[src/sv/bsc_pkg.sv]
// Shared types, constants and alphabet functions for the base64 stream codec.
`default_nettype none

package bsc_pkg;

    typedef struct packed {
        logic [7:0] data_byte;
        logic       last_item;
    } in_item_t;

    typedef struct packed {
        logic [7:0] out_byte;
        logic       byte_valid;
        logic       run_last;
        logic       stream_end;
        logic       bad_char;
    } out_item_t;

    typedef enum logic [1:0] {
        JOB_ENCODE,
        JOB_DECODE,
        JOB_MARKER
    } job_kind_t;

    typedef struct packed {
        job_kind_t   kind;
        logic [23:0] word;
        logic [3:0]  emit;
        logic [3:0]  pad;
        logic        last;
        logic        bad;
    } job_t;

    localparam logic       DIR_ENCODE = 1'b0;
    localparam logic [7:0] PAD_CHAR   = 8'h3D;
    localparam logic [6:0] PAD_SYM    = 7'h7F;

    function automatic logic [7:0] b64_char(input logic [5:0] idx);
        logic [7:0] i8;
        begin
            i8 = {2'b00, idx};
            if (idx < 6'd26)
                return 8'h41 + i8;
            else if (idx < 6'd52)
                return 8'h61 + i8 - 8'd26;
            else if (idx < 6'd62)
                return 8'h30 + i8 - 8'd52;
            else if (idx == 6'd62)
                return 8'h2B;
            else
                return 8'h2F;
        end
    endfunction

    // Bit 6 is set for a character outside the alphabet.
    function automatic logic [6:0] b64_sym(input logic [7:0] c);
        logic [7:0] t;
        begin
            t = 8'h00;
            case (c) inside
                [8'h41:8'h5A]:
                begin
                    t = c - 8'h41;
                    return {1'b0, t[5:0]};
                end
                [8'h61:8'h7A]:
                begin
                    t = c - 8'h47;
                    return {1'b0, t[5:0]};
                end
                [8'h30:8'h39]:
                begin
                    t = c + 8'h04;
                    return {1'b0, t[5:0]};
                end
                8'h2B:
                    return 7'h3E;
                8'h2F:
                    return 7'h3F;
                default:
                    return {1'b1, t[5:0]};
            endcase
        end
    endfunction

endpackage

`default_nettype wire

[src/sv/bsc_front.sv]
// Front end: accepts requests, gathers groups and issues jobs to the job queue.
`default_nettype none

module bsc_front (
    input  wire logic             clk,
    input  wire logic             rst_n,
    input  wire logic             cfg_wen,
    input  wire logic             cfg_wdata,
    input  wire logic             accept,
    input  wire bsc_pkg::in_item_t item,
    output logic                  job_push,
    output bsc_pkg::job_t         job
);
    import bsc_pkg::*;

    logic            dir_reg, dir_next;
    logic [1:0]      gc_reg, gc_next;
    logic            stopped_reg, stopped_next;
    logic            err_reg, err_next;
    logic [2:0][7:0] store_reg, store_next;

    logic [7:0]      c;
    logic [1:0]      gc_inc;
    logic [1:0]      gc_after;
    logic [7:0]      b0, b1, b2;
    logic [6:0]      sym;
    logic [6:0]      sym_use;
    logic            have;
    logic            full_grp;
    logic            grp;
    logic            err_all;
    logic [2:0][7:0] st;
    logic [6:0]      s0, s1, s2, s3;
    logic [3:0]      emit;

    always_comb
    begin
        dir_next     = dir_reg;
        gc_next      = gc_reg;
        stopped_next = stopped_reg;
        err_next     = err_reg;
        store_next   = store_reg;
        job_push     = 1'b0;
        job          = '0;

        c        = item.data_byte;
        gc_inc   = gc_reg + 2'd1;
        b0       = (gc_reg == 2'd0) ? c : store_reg[0];
        b1       = (gc_reg == 2'd1) ? c : ((gc_reg == 2'd2) ? store_reg[1] : 8'h00);
        b2       = (gc_reg == 2'd2) ? c : 8'h00;

        sym      = b64_sym(c);
        have     = (c == PAD_CHAR) || !sym[6];
        sym_use  = (c == PAD_CHAR) ? PAD_SYM : {1'b0, sym[5:0]};
        err_all  = err_reg | !have;
        full_grp = have && (gc_reg == 2'd3);
        st       = store_reg;
        gc_after = gc_reg;
        if (have && (gc_reg != 2'd3))
        begin
            st[gc_reg] = {1'b0, sym_use};
            gc_after   = gc_inc;
        end
        else if (full_grp)
        begin
            gc_after = 2'd0;
        end
        grp  = full_grp || (item.last_item && (gc_after != 2'd0));
        s0   = st[0][6:0];
        s1   = (full_grp || (gc_after > 2'd1)) ? st[1][6:0] : PAD_SYM;
        s2   = (full_grp || (gc_after > 2'd2)) ? st[2][6:0] : PAD_SYM;
        s3   = full_grp ? sym_use : PAD_SYM;
        emit = 4'b0000;

        if (accept)
        begin
            if (dir_reg == DIR_ENCODE)
            begin
                if (gc_reg != 2'd3)
                    store_next[gc_reg] = c;
                if ((gc_inc == 2'd3) || item.last_item)
                begin
                    job_push  = 1'b1;
                    job.kind  = JOB_ENCODE;
                    job.word  = {b0, b1, b2};
                    job.emit  = 4'b1111;
                    job.pad   = (gc_inc == 2'd1) ? 4'b1100 :
                                ((gc_inc == 2'd2) ? 4'b1000 : 4'b0000);
                    job.last  = item.last_item;
                    job.bad   = 1'b0;
                    gc_next   = 2'd0;
                end
                else
                begin
                    gc_next = gc_inc;
                end
            end
            else
            begin
                store_next = st;
                err_next   = err_all;
                gc_next    = grp ? 2'd0 : gc_after;
                if (grp && !stopped_reg)
                begin
                    if (s0[6] || s1[6])
                        stopped_next = 1'b1;
                    else
                        emit = {1'b0, !s3[6], !s2[6], 1'b1};
                end
                if (emit != 4'b0000)
                begin
                    job_push = 1'b1;
                    job.kind = JOB_DECODE;
                    job.word = {s0[5:0], s1[5:0], s2[5:0], s3[5:0]};
                    job.emit = emit;
                    job.pad  = 4'b0000;
                    job.last = item.last_item;
                    job.bad  = item.last_item & err_all;
                end
                else if (item.last_item)
                begin
                    job_push = 1'b1;
                    job.kind = JOB_MARKER;
                    job.word = '0;
                    job.emit = 4'b0001;
                    job.pad  = 4'b0000;
                    job.last = 1'b1;
                    job.bad  = err_all;
                end
            end
            if (item.last_item)
            begin
                gc_next      = 2'd0;
                stopped_next = 1'b0;
                err_next     = 1'b0;
            end
        end

        if (cfg_wen)
        begin
            dir_next     = cfg_wdata;
            gc_next      = 2'd0;
            stopped_next = 1'b0;
            err_next     = 1'b0;
        end
    end

    always_ff @(posedge clk or negedge rst_n)
    begin
        if (!rst_n)
        begin
            dir_reg     <= DIR_ENCODE;
            gc_reg      <= 2'd0;
            stopped_reg <= 1'b0;
            err_reg     <= 1'b0;
        end
        else
        begin
            dir_reg     <= dir_next;
            gc_reg      <= gc_next;
            stopped_reg <= stopped_next;
            err_reg     <= err_next;
        end
    end

    always_ff @(posedge clk)
    begin
        store_reg <= store_next;
    end

    // A stopped decode stream can only exist while decoding.
    a_stopped_decode: assert property (@(posedge clk) disable iff (!rst_n)
        stopped_reg |-> (dir_reg != DIR_ENCODE))
        else $error("decode stop flag set while encoding");

    // Encoding flushes on the third byte, so the count never holds three.
    a_encode_count: assert property (@(posedge clk) disable iff (!rst_n)
        (dir_reg == DIR_ENCODE) |-> (gc_reg != 2'd3))
        else $error("encode group count reached three");

endmodule

`default_nettype wire

[src/sv/bsc_job_fifo.sv]
// Small job queue between the front end and the result sequencer.
`default_nettype none

module bsc_job_fifo #(
    parameter int DEPTH = 2
) (
    input  wire logic          clk,
    input  wire logic          rst_n,
    input  wire logic          wr_en,
    input  wire bsc_pkg::job_t wr_data,
    output logic               full,
    input  wire logic          rd_en,
    output bsc_pkg::job_t      rd_data,
    output logic               empty
);
    import bsc_pkg::*;

    localparam int AW = (DEPTH > 1) ? $clog2(DEPTH) : 1;
    localparam int CW = $clog2(DEPTH + 1);

    job_t          mem_reg [DEPTH];
    logic [AW-1:0] wr_ptr_reg, wr_ptr_next;
    logic [AW-1:0] rd_ptr_reg, rd_ptr_next;
    logic [CW-1:0] count_reg, count_next;
    logic          do_wr, do_rd;

    assign full    = (count_reg == CW'(DEPTH));
    assign empty   = (count_reg == '0);
    assign rd_data = mem_reg[rd_ptr_reg];
    assign do_wr   = wr_en && !full;
    assign do_rd   = rd_en && !empty;

    always_comb
    begin
        wr_ptr_next = wr_ptr_reg;
        rd_ptr_next = rd_ptr_reg;
        count_next  = count_reg;
        if (do_wr)
            wr_ptr_next = (wr_ptr_reg == AW'(DEPTH - 1)) ? '0 : wr_ptr_reg + 1'b1;
        if (do_rd)
            rd_ptr_next = (rd_ptr_reg == AW'(DEPTH - 1)) ? '0 : rd_ptr_reg + 1'b1;
        if (do_wr && !do_rd)
            count_next = count_reg + 1'b1;
        else if (do_rd && !do_wr)
            count_next = count_reg - 1'b1;
    end

    always_ff @(posedge clk or negedge rst_n)
    begin
        if (!rst_n)
        begin
            wr_ptr_reg <= '0;
            rd_ptr_reg <= '0;
            count_reg  <= '0;
        end
        else
        begin
            wr_ptr_reg <= wr_ptr_next;
            rd_ptr_reg <= rd_ptr_next;
            count_reg  <= count_next;
        end
    end

    always_ff @(posedge clk)
    begin
        if (do_wr)
            mem_reg[wr_ptr_reg] <= wr_data;
    end

    a_count_bound: assert property (@(posedge clk) disable iff (!rst_n)
        count_reg <= CW'(DEPTH))
        else $error("job queue count exceeds its depth");

endmodule

`default_nettype wire

[src/sv/bsc_back.sv]
// Result sequencer: turns each job into its results, one per cycle while pop is high.
`default_nettype none

module bsc_back (
    input  wire logic          clk,
    input  wire logic          rst_n,
    input  wire logic          job_valid,
    input  wire bsc_pkg::job_t job,
    output logic               job_take,
    input  wire logic          pop,
    output logic               empty,
    output bsc_pkg::out_item_t out_item
);
    import bsc_pkg::*;

    job_t       job_reg, job_next;
    logic       busy_reg, busy_next;
    logic [3:0] rem_reg, rem_next;

    logic [1:0] pos;
    logic [3:0] pos_mask;
    logic       run_last;
    logic       done;
    logic [5:0] sel6;
    logic [7:0] sel8;

    always_comb
    begin
        if (rem_reg[0])
            pos = 2'd0;
        else if (rem_reg[1])
            pos = 2'd1;
        else if (rem_reg[2])
            pos = 2'd2;
        else
            pos = 2'd3;
        pos_mask = 4'b0001 << pos;
        run_last = (rem_reg & ~pos_mask) == 4'b0000;

        case (pos)
            2'd0:    sel6 = job_reg.word[23:18];
            2'd1:    sel6 = job_reg.word[17:12];
            2'd2:    sel6 = job_reg.word[11:6];
            default: sel6 = job_reg.word[5:0];
        endcase
        case (pos)
            2'd0:    sel8 = job_reg.word[23:16];
            2'd1:    sel8 = job_reg.word[15:8];
            default: sel8 = job_reg.word[7:0];
        endcase

        out_item = '0;
        case (job_reg.kind)
            JOB_ENCODE:
            begin
                out_item.out_byte   = job_reg.pad[pos] ? PAD_CHAR : b64_char(sel6);
                out_item.byte_valid = 1'b1;
            end
            JOB_DECODE:
            begin
                out_item.out_byte   = sel8;
                out_item.byte_valid = 1'b1;
            end
            default:
            begin
                out_item.out_byte   = 8'h00;
                out_item.byte_valid = 1'b0;
            end
        endcase
        out_item.run_last   = run_last;
        out_item.stream_end = run_last && job_reg.last;
        out_item.bad_char   = run_last && job_reg.bad;

        empty    = !busy_reg;
        done     = pop && busy_reg;
        job_take = job_valid && (!busy_reg || (done && run_last));

        busy_next = busy_reg;
        rem_next  = rem_reg;
        job_next  = job_reg;
        if (done)
        begin
            rem_next = rem_reg & ~pos_mask;
            if (run_last)
                busy_next = 1'b0;
        end
        if (job_take)
        begin
            busy_next = 1'b1;
            rem_next  = job.emit;
            job_next  = job;
        end
    end

    always_ff @(posedge clk or negedge rst_n)
    begin
        if (!rst_n)
        begin
            busy_reg <= 1'b0;
            rem_reg  <= 4'b0000;
        end
        else
        begin
            busy_reg <= busy_next;
            rem_reg  <= rem_next;
        end
    end

    always_ff @(posedge clk)
    begin
        job_reg <= job_next;
    end

    a_busy_has_work: assert property (@(posedge clk) disable iff (!rst_n)
        busy_reg |-> (rem_reg != 4'b0000))
        else $error("sequencer busy with no result left");

    a_hold_when_stalled: assert property (@(posedge clk) disable iff (!rst_n)
        (busy_reg && !pop) |=> ($stable(job_reg) && $stable(rem_reg)))
        else $error("current job changed while its result was stalled");

endmodule

`default_nettype wire

[src/sv/base64_stream_codec.sv]
// Top level of the base64 stream codec: front end, job queue and result sequencer.
//
//   Channel   Handshake          Payload
//   input     push / full        in_item  (data_byte, last_item)
//   result    empty / pop        out_item (out_byte, byte_valid, run_last, stream_end, bad_char)
//   config    cfg_wen            cfg_wdata (direction)
//
// A request is taken whenever the job queue has room; results leave at one per cycle while popped.
// Encoding yields four results per three bytes, so the result port sets the sustained rate.
// A stalled result port fills the job queue of JOB_DEPTH jobs, after which full rises.
// Reset clears the direction to encode and empties the queue and the sequencer.
`default_nettype none

module base64_stream_codec #(
    parameter int JOB_DEPTH = 2
) (
    input  wire logic              clk,
    input  wire logic              rst_n,
    input  wire logic              cfg_wen,
    input  wire logic              cfg_wdata,
    input  wire logic              push,
    output logic                   full,
    input  wire bsc_pkg::in_item_t in_item,
    output logic                   empty,
    input  wire logic              pop,
    output bsc_pkg::out_item_t     out_item
);
    import bsc_pkg::*;

    logic job_push;
    job_t job_in;
    logic fifo_full;
    logic fifo_empty;
    job_t job_head;
    logic job_take;

    assign full = fifo_full;

    bsc_front u_front (
        .clk       (clk),
        .rst_n     (rst_n),
        .cfg_wen   (cfg_wen),
        .cfg_wdata (cfg_wdata),
        .accept    (push && !fifo_full),
        .item      (in_item),
        .job_push  (job_push),
        .job       (job_in)
    );

    bsc_job_fifo #(
        .DEPTH (JOB_DEPTH)
    ) u_fifo (
        .clk     (clk),
        .rst_n   (rst_n),
        .wr_en   (job_push),
        .wr_data (job_in),
        .full    (fifo_full),
        .rd_en   (job_take),
        .rd_data (job_head),
        .empty   (fifo_empty)
    );

    bsc_back u_back (
        .clk       (clk),
        .rst_n     (rst_n),
        .job_valid (!fifo_empty),
        .job       (job_head),
        .job_take  (job_take),
        .pop       (pop),
        .empty     (empty),
        .out_item  (out_item)
    );

endmodule

`default_nettype wire

[config.mk]
export PLATFORM = sky130hd
export DESIGN_NAME = base64_stream_codec
export DESIGN_NICKNAME = d
export VERILOG_FILES = /design/src/sv/bsc_pkg.sv /design/src/sv/bsc_front.sv /design/src/sv/bsc_job_fifo.sv /design/src/sv/bsc_back.sv /design/src/sv/base64_stream_codec.sv
export SDC_FILE = /design/constraint.sdc
export NUM_CORES = 1
export LEC_CHECK = 0
export BUFFER_PORTS_ARGS = -buffer_cell sky130_fd_sc_hd__buf_4
export CORE_ASPECT_RATIO = 0.9
export CORE_UTILIZATION = 40
export DETAILED_ROUTE_END_ITERATION = 10
export PLACE_DENSITY = 0.55
export RECOVER_POWER = 25
export SETUP_SLACK_MARGIN = 0.5
export SLEW_MARGIN = 20
export SYNTH_ARGS = -nofsm -noshare
export SYNTH_HDL_FRONTEND = slang
export SYNTH_HIERARCHICAL = 1
export SYNTH_SLANG_ARGS = --single-unit
[constraint.sdc]
create_clock -name clk -period 9.1 [get_ports clk]
set_input_delay 0.455 -clock clk [delete_from_list [all_inputs] [get_ports clk]]
set_output_delay 0.455 -clock clk [all_outputs]
set_load 0.01 [all_outputs]
# [Yosys cells after proc, flatten, opt, wreduce, memory -nomap -nowiden]
# Memories as Yosys holds them, arrays and structs flattened.
# Cells that the tools add are included.
[totals] latch_bits=0 wordCells=202 out_inout_bits=14 regBits=70 n_memories=1 mem_bits_rw=72 rom_bits=0
[op_classes] div=0 muxes=78 n_reduce_logical=55 eq_ne=16 bitwise=4 magnitude_cmp=14 n_shift=1 addsub=13 mul=0
[memory_table] memory="u_fifo.mem_reg" words=2 width=36 rd=1 rd_ports_with_merged_regs=0 wr=1 line_no="bsc_job_fifo.sv:21" source="job_t mem_reg [DEPTH];"
[ops] op="2-to-1 mux 36 bit" n=4
[ops] op="2-to-1 mux 24 bit" n=3
[ops] op="2-to-1 mux 8 bit" n=9
[ops] op="2-to-1 mux 7 bit" n=9
[ops] op="bitwise mux 24 bit" n=2
[ops] op="2-to-1 mux 34 bit" n=1
[ops] op="2-to-1 mux 4 bit" n=7
[ops] op="== test 8 x 6 -> 1 bit, second input constant" n=3
[ops] op="2-to-1 mux 1 bit" n=24
[ops] op="2-to-1 mux 2 bit" n=12
[ops] op="logical AND 1 bit" n=18
[ops] op="one-hot mux 6 bit (3 select lines)" n=1
[ops] op="one-hot mux 9 bit (2 select lines)" n=1
[ops] op="adder 7 x 6 -> 8 bit, first input constant" n=2
[ops] op="demux 8 bit (select 2 bit)" n=1
[ops] op="greater-or-equal comparator 8 x 7 -> 1 bit, second input constant" n=2
[ops] op="<= comparator 8 x 7 -> 1 bit, second input constant" n=2
[ops] op="one-hot mux 8 bit (2 select lines)" n=1
[ops] op="== test 2 bit, second input constant" n=6
[ops] op="< comparator 6 bit, second input constant" n=2
[ops] op="nonzero test 2 bit" n=6
[ops] op="zero test 1 bit" n=10
[ops] op="nonzero test 3 bit" n=3
[ops] op="== test 2 x 1 -> 1 bit, second input constant" n=4
[ops] op="32 further kinds" n=48

# [Logic depth before layout (Yosys ltp)]
# Gate-level depths: netlist of the first run.
[depth] ltp_word=28 mapped_depth=17 ltp_nobuf=15

# [Cells and area by module]
# Netlist of the first run, hierarchy kept.
[by_module_without_submodules] module="bsc_front" instances=1 cells_per_inst=373 area_per_inst_um2=3067.9
[by_module_without_submodules] module="bsc_job_fifo" instances=1 cells_per_inst=131 area_per_inst_um2=2944.1
[by_module_without_submodules] module="bsc_back" instances=1 cells_per_inst=200 area_per_inst_um2=2349.8
[by_module_without_submodules] module="base64_stream_codec" instances=1 cells_per_inst=2 area_per_inst_um2=17.5

# [Worst setup path before layout of the first run]
# Ideal clock, no wire load.
[synth_path] path_type="input -> register" start="in in_item[3] (netlist name)" end="mem u_fifo/mem_reg[0][0] (netlist name), enable pin" slack_ps=3968 stages=13 t_arrival_ps=4702 path_buffers=2 setup_ps=429 path_cell_list="clkbuf_1 > inv_1 > ha_1 > and3b_1 > a2111oi_2 > o32a_1 > buf_2 > mux2_2 > nor2_2 > nand3_1 > a21boi_0 > nand2_1 > nor2_1"
[synth_via] elab_chain_len=26 word_cells_on_any_way=51 classes_between="8 x order compare; 3 x eq/ne; 22 x mux; 18 x reduce/logical"
[synth_rtl] item="start: declaration" line_no="base64_stream_codec.sv:23" source="input wire bsc_pkg::in_item_t in_item,"
[synth_rtl] item="branches (longest 16 deep; another with greater-or-equal comparator 8 x 6 -> 1 bit)"
[synth_rtl] item="2-to-1 mux 4 bit *" line_no="bsc_front.sv:103" source="if (grp && !stopped_reg)"
[synth_rtl] item="2-to-1 mux 4 bit *" line_no="bsc_front.sv:77" source="if (dir_reg == DIR_ENCODE)"
[synth_rtl] item="2-to-1 mux 4 bit *" line_no="bsc_front.sv:75" source="if (accept)"
[synth_rtl] item="nonzero test 4 bit *" line_no="bsc_front.sv:110" source="if (emit != 4'b0000)"
[synth_rtl] item="2-to-1 mux 1 bit *" line_no="bsc_front.sv:110"
[synth_rtl] item="2-to-1 mux 1 bit *" line_no="bsc_front.sv:77"
[synth_rtl] item="2-to-1 mux 1 bit *" line_no="bsc_front.sv:75"
[synth_rtl] item="via job_push" line_no="base64_stream_codec.sv:30" source="logic job_push;"
[synth_rtl] item="logical AND 1 bit *" line_no="bsc_job_fifo.sv:30" source="assign do_wr = wr_en && !full;"
[synth_rtl] item="2-to-1 mux 1 bit *" line_no="bsc_job_fifo.sv:66" source="if (do_wr)"
[synth_rtl] item="2-to-1 mux 1 bit (not written as such) *" line_no="bsc_job_fifo.sv:67" source="mem_reg[wr_ptr_reg] <= wr_data;"
[synth_rtl] item="end: declaration" line_no="bsc_job_fifo.sv:21"
# Mark *: on every way through the listed nets, which the timed path passes. The select of a mux whose other input is x is not followed.

==> results of run 1 <==
[layout make-up]
| cell class | count | area share, % |
|---|---|---|
| Timing Repair Buffer | 39 | 2.772 |
| Multi-Input combinational cell | 495 | 40.66 |
| Sequential cell | 141 | 45.45 |
| Clock inverter | 14 | 1.584 |
| Clock buffer | 18 | 4.683 |
| Inverter | 32 | 1.365 |
| Tap cell | 255 | 3.482 |
[power by group through the flow]
stage / clock (mW) / sequential, mW / combinational [mW]
after global placement: 0 / 0.991 / 1.16
after CTS: 0.682 / 0.983 / 1.17
final: 0.668 / 0.981 / 1.12
after global routing: 0.707 / 0.997 / 1.23
after detailed placement: 0 / 0.996 / 1.16
after floorplan: 0 / 0.956 / 0.937
[Yosys cell counts, types with 12 or more instances]
cell,instances,area [sq um]
edfxtp_1,127,3814
nand2_1,64,240.2
nor2_1,33,123.9
mux2_4,29,435.4
inv_1,27,101.4
mux2i_1,26,260.3
o21ai_0,25,125.1
a21oi_1,22,110.1
ha_1,19,237.7
nand3_1,19,95.09
mux2_2,18,202.7
clkbuf_1,14,52.55
dfrtp_1,14,350.3
nor2b_1,14,87.58
a21boi_0,13,97.59
nand2b_1,13,81.33
and2_1,12,75.07
[per-stage QoR]
stage | setup WS, ps | power, mW
final | 4285 | 2.773
after global routing | 4047 | 2.931
after CTS | 4725 | 2.835
after detailed placement | 4319 | 2.159
after global placement | 4406 | 2.151
after floorplan | 3968 | 1.893
[worst paths after layout]
path,startpoint,to
worst min register to register,u_front/err_reg,u_front/err_reg
worst max register to register,u_front/dir_reg,u_fifo/mem_reg[0][17]
min in group asynchronous,rst_n,u_fifo/rd_ptr_reg
worst max-delay path,u_back/rem_reg[0],out_item[8]
max in group asynchronous,rst_n,u_fifo/rd_ptr_reg
worst min-delay path,cfg_wdata,u_front/dir_reg
[routing by layer]
metal / wire, um / vias up / GRT usage [%]
met1: 9377 / 2825 / 26.63
met2: 9292 / 233 / 30.08
met4: 295 / 0 / 6.670
met3: 1240 / 24 / 4.267
li1: - / 2719 / -
met5: 0 / - / 0
[worst max-delay path, stage by stage, from the launching register on]
cell,delay [ps]
dfrtp_1,320
clkbuf_1,1280
o31a_1,310
or2_1,350
clkinv_4,130
ha_1,320
a32o_1,280
a21oi_2,280
nor3_1,110
a311oi_1,360
buf_4,190
[repair_timing]
action | in CTS | in global routing
hold buffers | 1 | 0
buffers inserted | 0 | 0
hold endpoints to repair | 14 | 0
[cells by family after synthesis]
| family | after synthesis |
|---|---|
| adder cells (fa/ha/maj) | 20 |
| buffers and inverters | 71 |
| AO/OA/AOI/OAI | 178 |
| XOR/XNOR | 8 |
| flip-flops | 141 |
| AND/OR/NAND/NOR | 212 |
| other | 1 |
| multiplexers | 75 |
==> run metrics, run 1 <==
synth unique cells=92; Detailed Route WL=20.21 mm; HPWL after detailed placement=14.60 mm; Adder-Cell Fraction of Synth Area=under 10%; power density cells=between 300 and 400 nW/um^2; Placer Congestion=0.9407; WHS Path Cells=3; starting DRC count in detailed routing=between 400 and 500; Hold Crit Class=in -> reg; part of the power in the clock network=24.1%; R2R Setup Slk=4860 ps; Crit Path Max Fanout=31; Max Freq=approximately 210 MHz; FF/Latch Area=4165 sq um; cell area after synthesis=8379 sq um; switching part of the total=a little under two fifths; Die Area=21530 sq um; Post-DP Area=8721 sq um; max reg flops=between 70 and 80; total clock sinks=between 100 and 150; wire per inst=20.33 um; ratio of cells with drive above 1 in the final layout=between 15 and 20%; final global-route overflow total=0; # fillers=1826; drt first pass iters=5; XOR/XNOR Fraction of Synth Area=less than 1%; CTS tree=built; CP required=8650 ps; EDFF count, synth=roughly 130; Final nets=between 700 and 800; fin crit share=52.91%; cell row count=49; final core occ=45.29%; Peak VDD IR=0.1304 mV; H-tree levels=4; antenna cells=0; Synth Area in Simple Gates=13.77%; dpl cells=between 900 and 1k; sequential area share after synthesis=49.69%; clk buf depth=2; drt drc=0; post_cts resized=0; worst reg-to-reg path cell count=6; Clk Latency, worst-skew pair=410 ps; share of synthesized registers carrying an async set or reset=under 10%; hold_ws=approximately 250 ps; Core ar.=20230 sq um; IO buf count=28; Cells after Synth=706; initial antenna violation count=0; # setup viols final=0; commonest non-fill, non-tap cell in the layout=edfxtp_1; unrepaired setup endpoints after global routing=false; final hold vios=0; most frequent cells in the layout=edfxtp_1, nand2_1, nor2_1; Compound-Gate Fraction of Synth Area=16.80%; Crit. End Element=primary output; antenna viol nets, final=0; top_reg_cell synth=edfxtp_1; die height=139.3 um; outcome=finished, violations left; Gate power share=40.5%; crit path kind=reg -> out; max-cap violation count=2; WP data arrival=4360 ps; Multi-input gate area=3726 sq um; vias per inst=5.836; I/O pin total=29; Pins Over Slew Limit=70; largest family of logic cells by synthesized area=compound AO/OA/AOI/OAI gates; Syn. warnings=6; final worst path period need=4815 ps; Rel. slew slack=-49.40%; area grow syn2layout=9.362%; P_sw=1.019 mW; Num CTS Buffers=17; setup_tns=0 ps; register bit total from synthesis=141; Max Clock Skew=12.00 ps; All-Layer GR Usage=19.34%; Die W=154.6 um; global-route wire length before repair=around 32 mm; Lkg Pwr=3.441 nW; starting density of the core=roughly two fifths; sequential power share=35.4%; Avg Synthesized Cell Area=11.87 sq um; Worst Max-Slew Pin Slew=approximately 2200 ps; vias in the first global route=5704; clock root cell=clkbuf_16; largest net degree at the start of global routing=38; violated checks=capacitance limit, slew limit; Power Internal=1.754 mW; vias post-DR=5801; post-route design area=9164 sq um; Critical Path Source Type=flip-flop; CTS clk-pin slew, worst paths=60 ps; final cell count without fillers=994; multiplexer share of the synthesized area=11.12%
No activity file was read; power rests on OpenSTA's default activity.
==> inputs of run 2 (changes only) <==
Clock period 9.1 ns to 4.6 ns, I/O delays scaled along.
==> run metrics, run 2 (synthesis results as in run 1) <==
# setup viols final=0 (unchanged); Critical Path Source Type=flip-flop; max-cap violation count=1 (-1); Peak VDD IR=0.2847 mV (+120%); Pins Over Slew Limit=38 (-46%); vias per inst=5.901 (+1.1%); antenna viol nets, final=0 (unchanged); largest net degree at the start of global routing=38 (unchanged); outcome=finished, violations left; Max Clock Skew=8.191 ps (-3.813 ps); Rel. slew slack=-51.99% (-2.6 points); initial antenna violation count=0 (unchanged); part of the power in the clock network=22.4% (-1.7 points); fin crit share=85.52%; CTS tree=built; cell row count=49 (unchanged); I/O pin total=29 (unchanged); commonest non-fill, non-tap cell in the layout=edfxtp_1; All-Layer GR Usage=19.98% (+0.63 points); Multi-input gate area=3730 sq um (+0.10%); wire per inst=20.84 um (+2.5%); Worst Max-Slew Pin Slew=2280 ps (+38.74 ps); area grow syn2layout=9.318% (about the same); starting DRC count in detailed routing=573 (+23%); Tot Pwr=5.401 mW (+95%); clock root cell=clkbuf_16; vias in the first global route=5724 (+0.35%); Num CTS Buffers=17 (unchanged); CP bufs+invs=2 (-1); Crit Path Max Fanout=20 (-35%); final worst path period need=3934 ps; most frequent cells in the layout=edfxtp_1, nand2_1, buf_4; Max Freq=254.2 MHz; final cell count without fillers=998 (+0.40%); crit path kind=reg -> out; CP required=4370 ps (-4280 ps); HPWL after detailed placement=14.98 mm (+2.6%); Hold Crit Class=in -> reg; antenna cells=0 (unchanged); power density cells=589.6 nW/um^2 (+95%); global-route wire length before repair=32.57 mm (+2.3%); P_sw=1.984 mW (+95%); max reg flops=72 (unchanged); slowest cell delay on critical path=650 ps (-630 ps); sequential power share=36.3% (+0.9 points); unrepaired setup endpoints after global routing=false; ratio of cells with drive above 1 in the final layout=16.69% (-0.090 points); setup_tns=0 ps (unchanged); H-tree levels=4 (unchanged); # fillers=1890 (+3.5%); dpl cells=967 (+0.62%); critical-path cell list=or3_4 -> nor2_1 -> or2_1 -> clkinv_4 -> ha_1 -> a32o_1 -> a21oi_2 -> nor3_1 -> a311oi_1 -> buf_4; FF/Latch Area=4165 sq um (unchanged); drt first pass iters=5 (unchanged); Die Area=21530 sq um (unchanged); Gate power share=41.3% (+0.8 points); clk buf depth=2 (unchanged); final hold vios=0 (unchanged); die height=139.3 um (unchanged); Lkg Pwr=3.456 nW (+0.44%); WP data arrival=3700 ps (-660 ps); Placer Congestion=0.9082 (-3.5%); CP max stage cell=dfrtp_1; Power Internal=3.416 mW (+95%); violated checks=capacitance limit, slew limit; IO buf count=28 (unchanged); CP top delay family=simple AND/OR/NAND/NOR gates; Clk Latency, worst-skew pair=420 ps (about the same); total clock sinks=141 (unchanged); Final nets=766 (+0.79%); starting density of the core=41.42% (unchanged); Crit. End Element=primary output; vias post-DR=5889 (+1.5%); switching part of the total=36.74% (about the same); Detailed Route WL=20.80 mm (+2.9%); final core occ=45.28% (about the same); Die W=154.6 um (unchanged); final global-route overflow total=0 (unchanged); CTS clk-pin slew, worst paths=60 ps (about the same); drt drc=0 (unchanged); Core ar.=20230 sq um (unchanged)
==> run 2: cell types whose count changed in the layout (fill, tap and decap cells not counted), sizes merged <==
cell | previous run | this run
bufinv | 2 | 1
clkbuf | 29 | 30
clkinvlp | 3 | 1
inv | 33 | 31
buf | 27 | 35
==> run 2: path summary, 6_finish.rpt <==
path,slack (ps),to,startpoint,cells past startpoint
max in group asynchronous,3620,u_fifo/rd_ptr_reg,rst_n,2
setup / recovery,670,out_item[8],u_back/rem_reg[1],10
min in group asynchronous,420,u_fifo/rd_ptr_reg,rst_n,2
hold / removal,30,u_front/dir_reg,cfg_wdata,3
setup reg to reg,830,u_fifo/mem_reg[0][26],u_front/gc_reg[0],10
hold reg to reg,510,u_front/err_reg,u_front/err_reg,1
==> run 2: timing repair <==
action | CTS | global route
hold buffers | 1 | 0
resized for setup | 0 | 1
endpoints found under the setup margin | 0 | 1
endpoints found under the hold margin | 14 | 0
buffers inserted | 0 | 0
==> run 2: final cells by class <==
type / instances / area share [%]
Inverter: 32 / 1.366
Multi-Input combinational cell: 495 / 40.72
Timing Repair Buffer: 45 / 3.347
Clock inverter: 9 / 0.8059
Clock buffer: 21 / 4.808
Sequential cell: 141 / 45.47
Tap cell: 255 / 3.483
==> run 2: routing by layer <==
layer / vias up / share of wire (%) / wire, um / global-route usage (%)
met4: 0 / 1.9 / 397 / 7.191
met3: 32 / 6.5 / 1356 / 4.609
met2: 211 / 45 / 9456 / 30.10
li1: 2724 / - / - / -
met1: 2922 / 46 / 9584 / 28.07
met5: - / 0 / 0 / 0
==> run 2: tightest hold or removal path, delay by kind of cell <==
family / cells / cell delay, ps
compound gates: 1 / 60
buf+inv: 1 / 80
simple gates: 1 / 40
==> run 2: stage by stage <==
step | cell area, sq um | setup slack, ps | hold WS [ps]
final | 9160 | 666.0 | 28.69
after global routing | 9160 | 391.9 | 33.69
after CTS | 9291 | 624.8 | 14.89
after detailed placement | 8767 | 670.2 | 101.0
after global placement | 8767 | 748.7 | 92.51
after floorplan | 8392 | 668.3 | -65.59
==> run 2: power groups by stage <==
| stage | logic (mW) | clock network [mW] | registers, mW |
|---|---|---|---|
| 2_1_floorplan | 1.86 | 0 | 1.89 |
| 3_3_place_gp | 2.30 | 0 | 1.98 |
| 3_5_place_dp | 2.31 | 0 | 1.99 |
| 4_1_cts | 2.32 | 1.23 | 1.97 |
| 5_1_grt | 2.44 | 1.29 | 2.00 |
| 6_report | 2.23 | 1.21 | 1.96 |
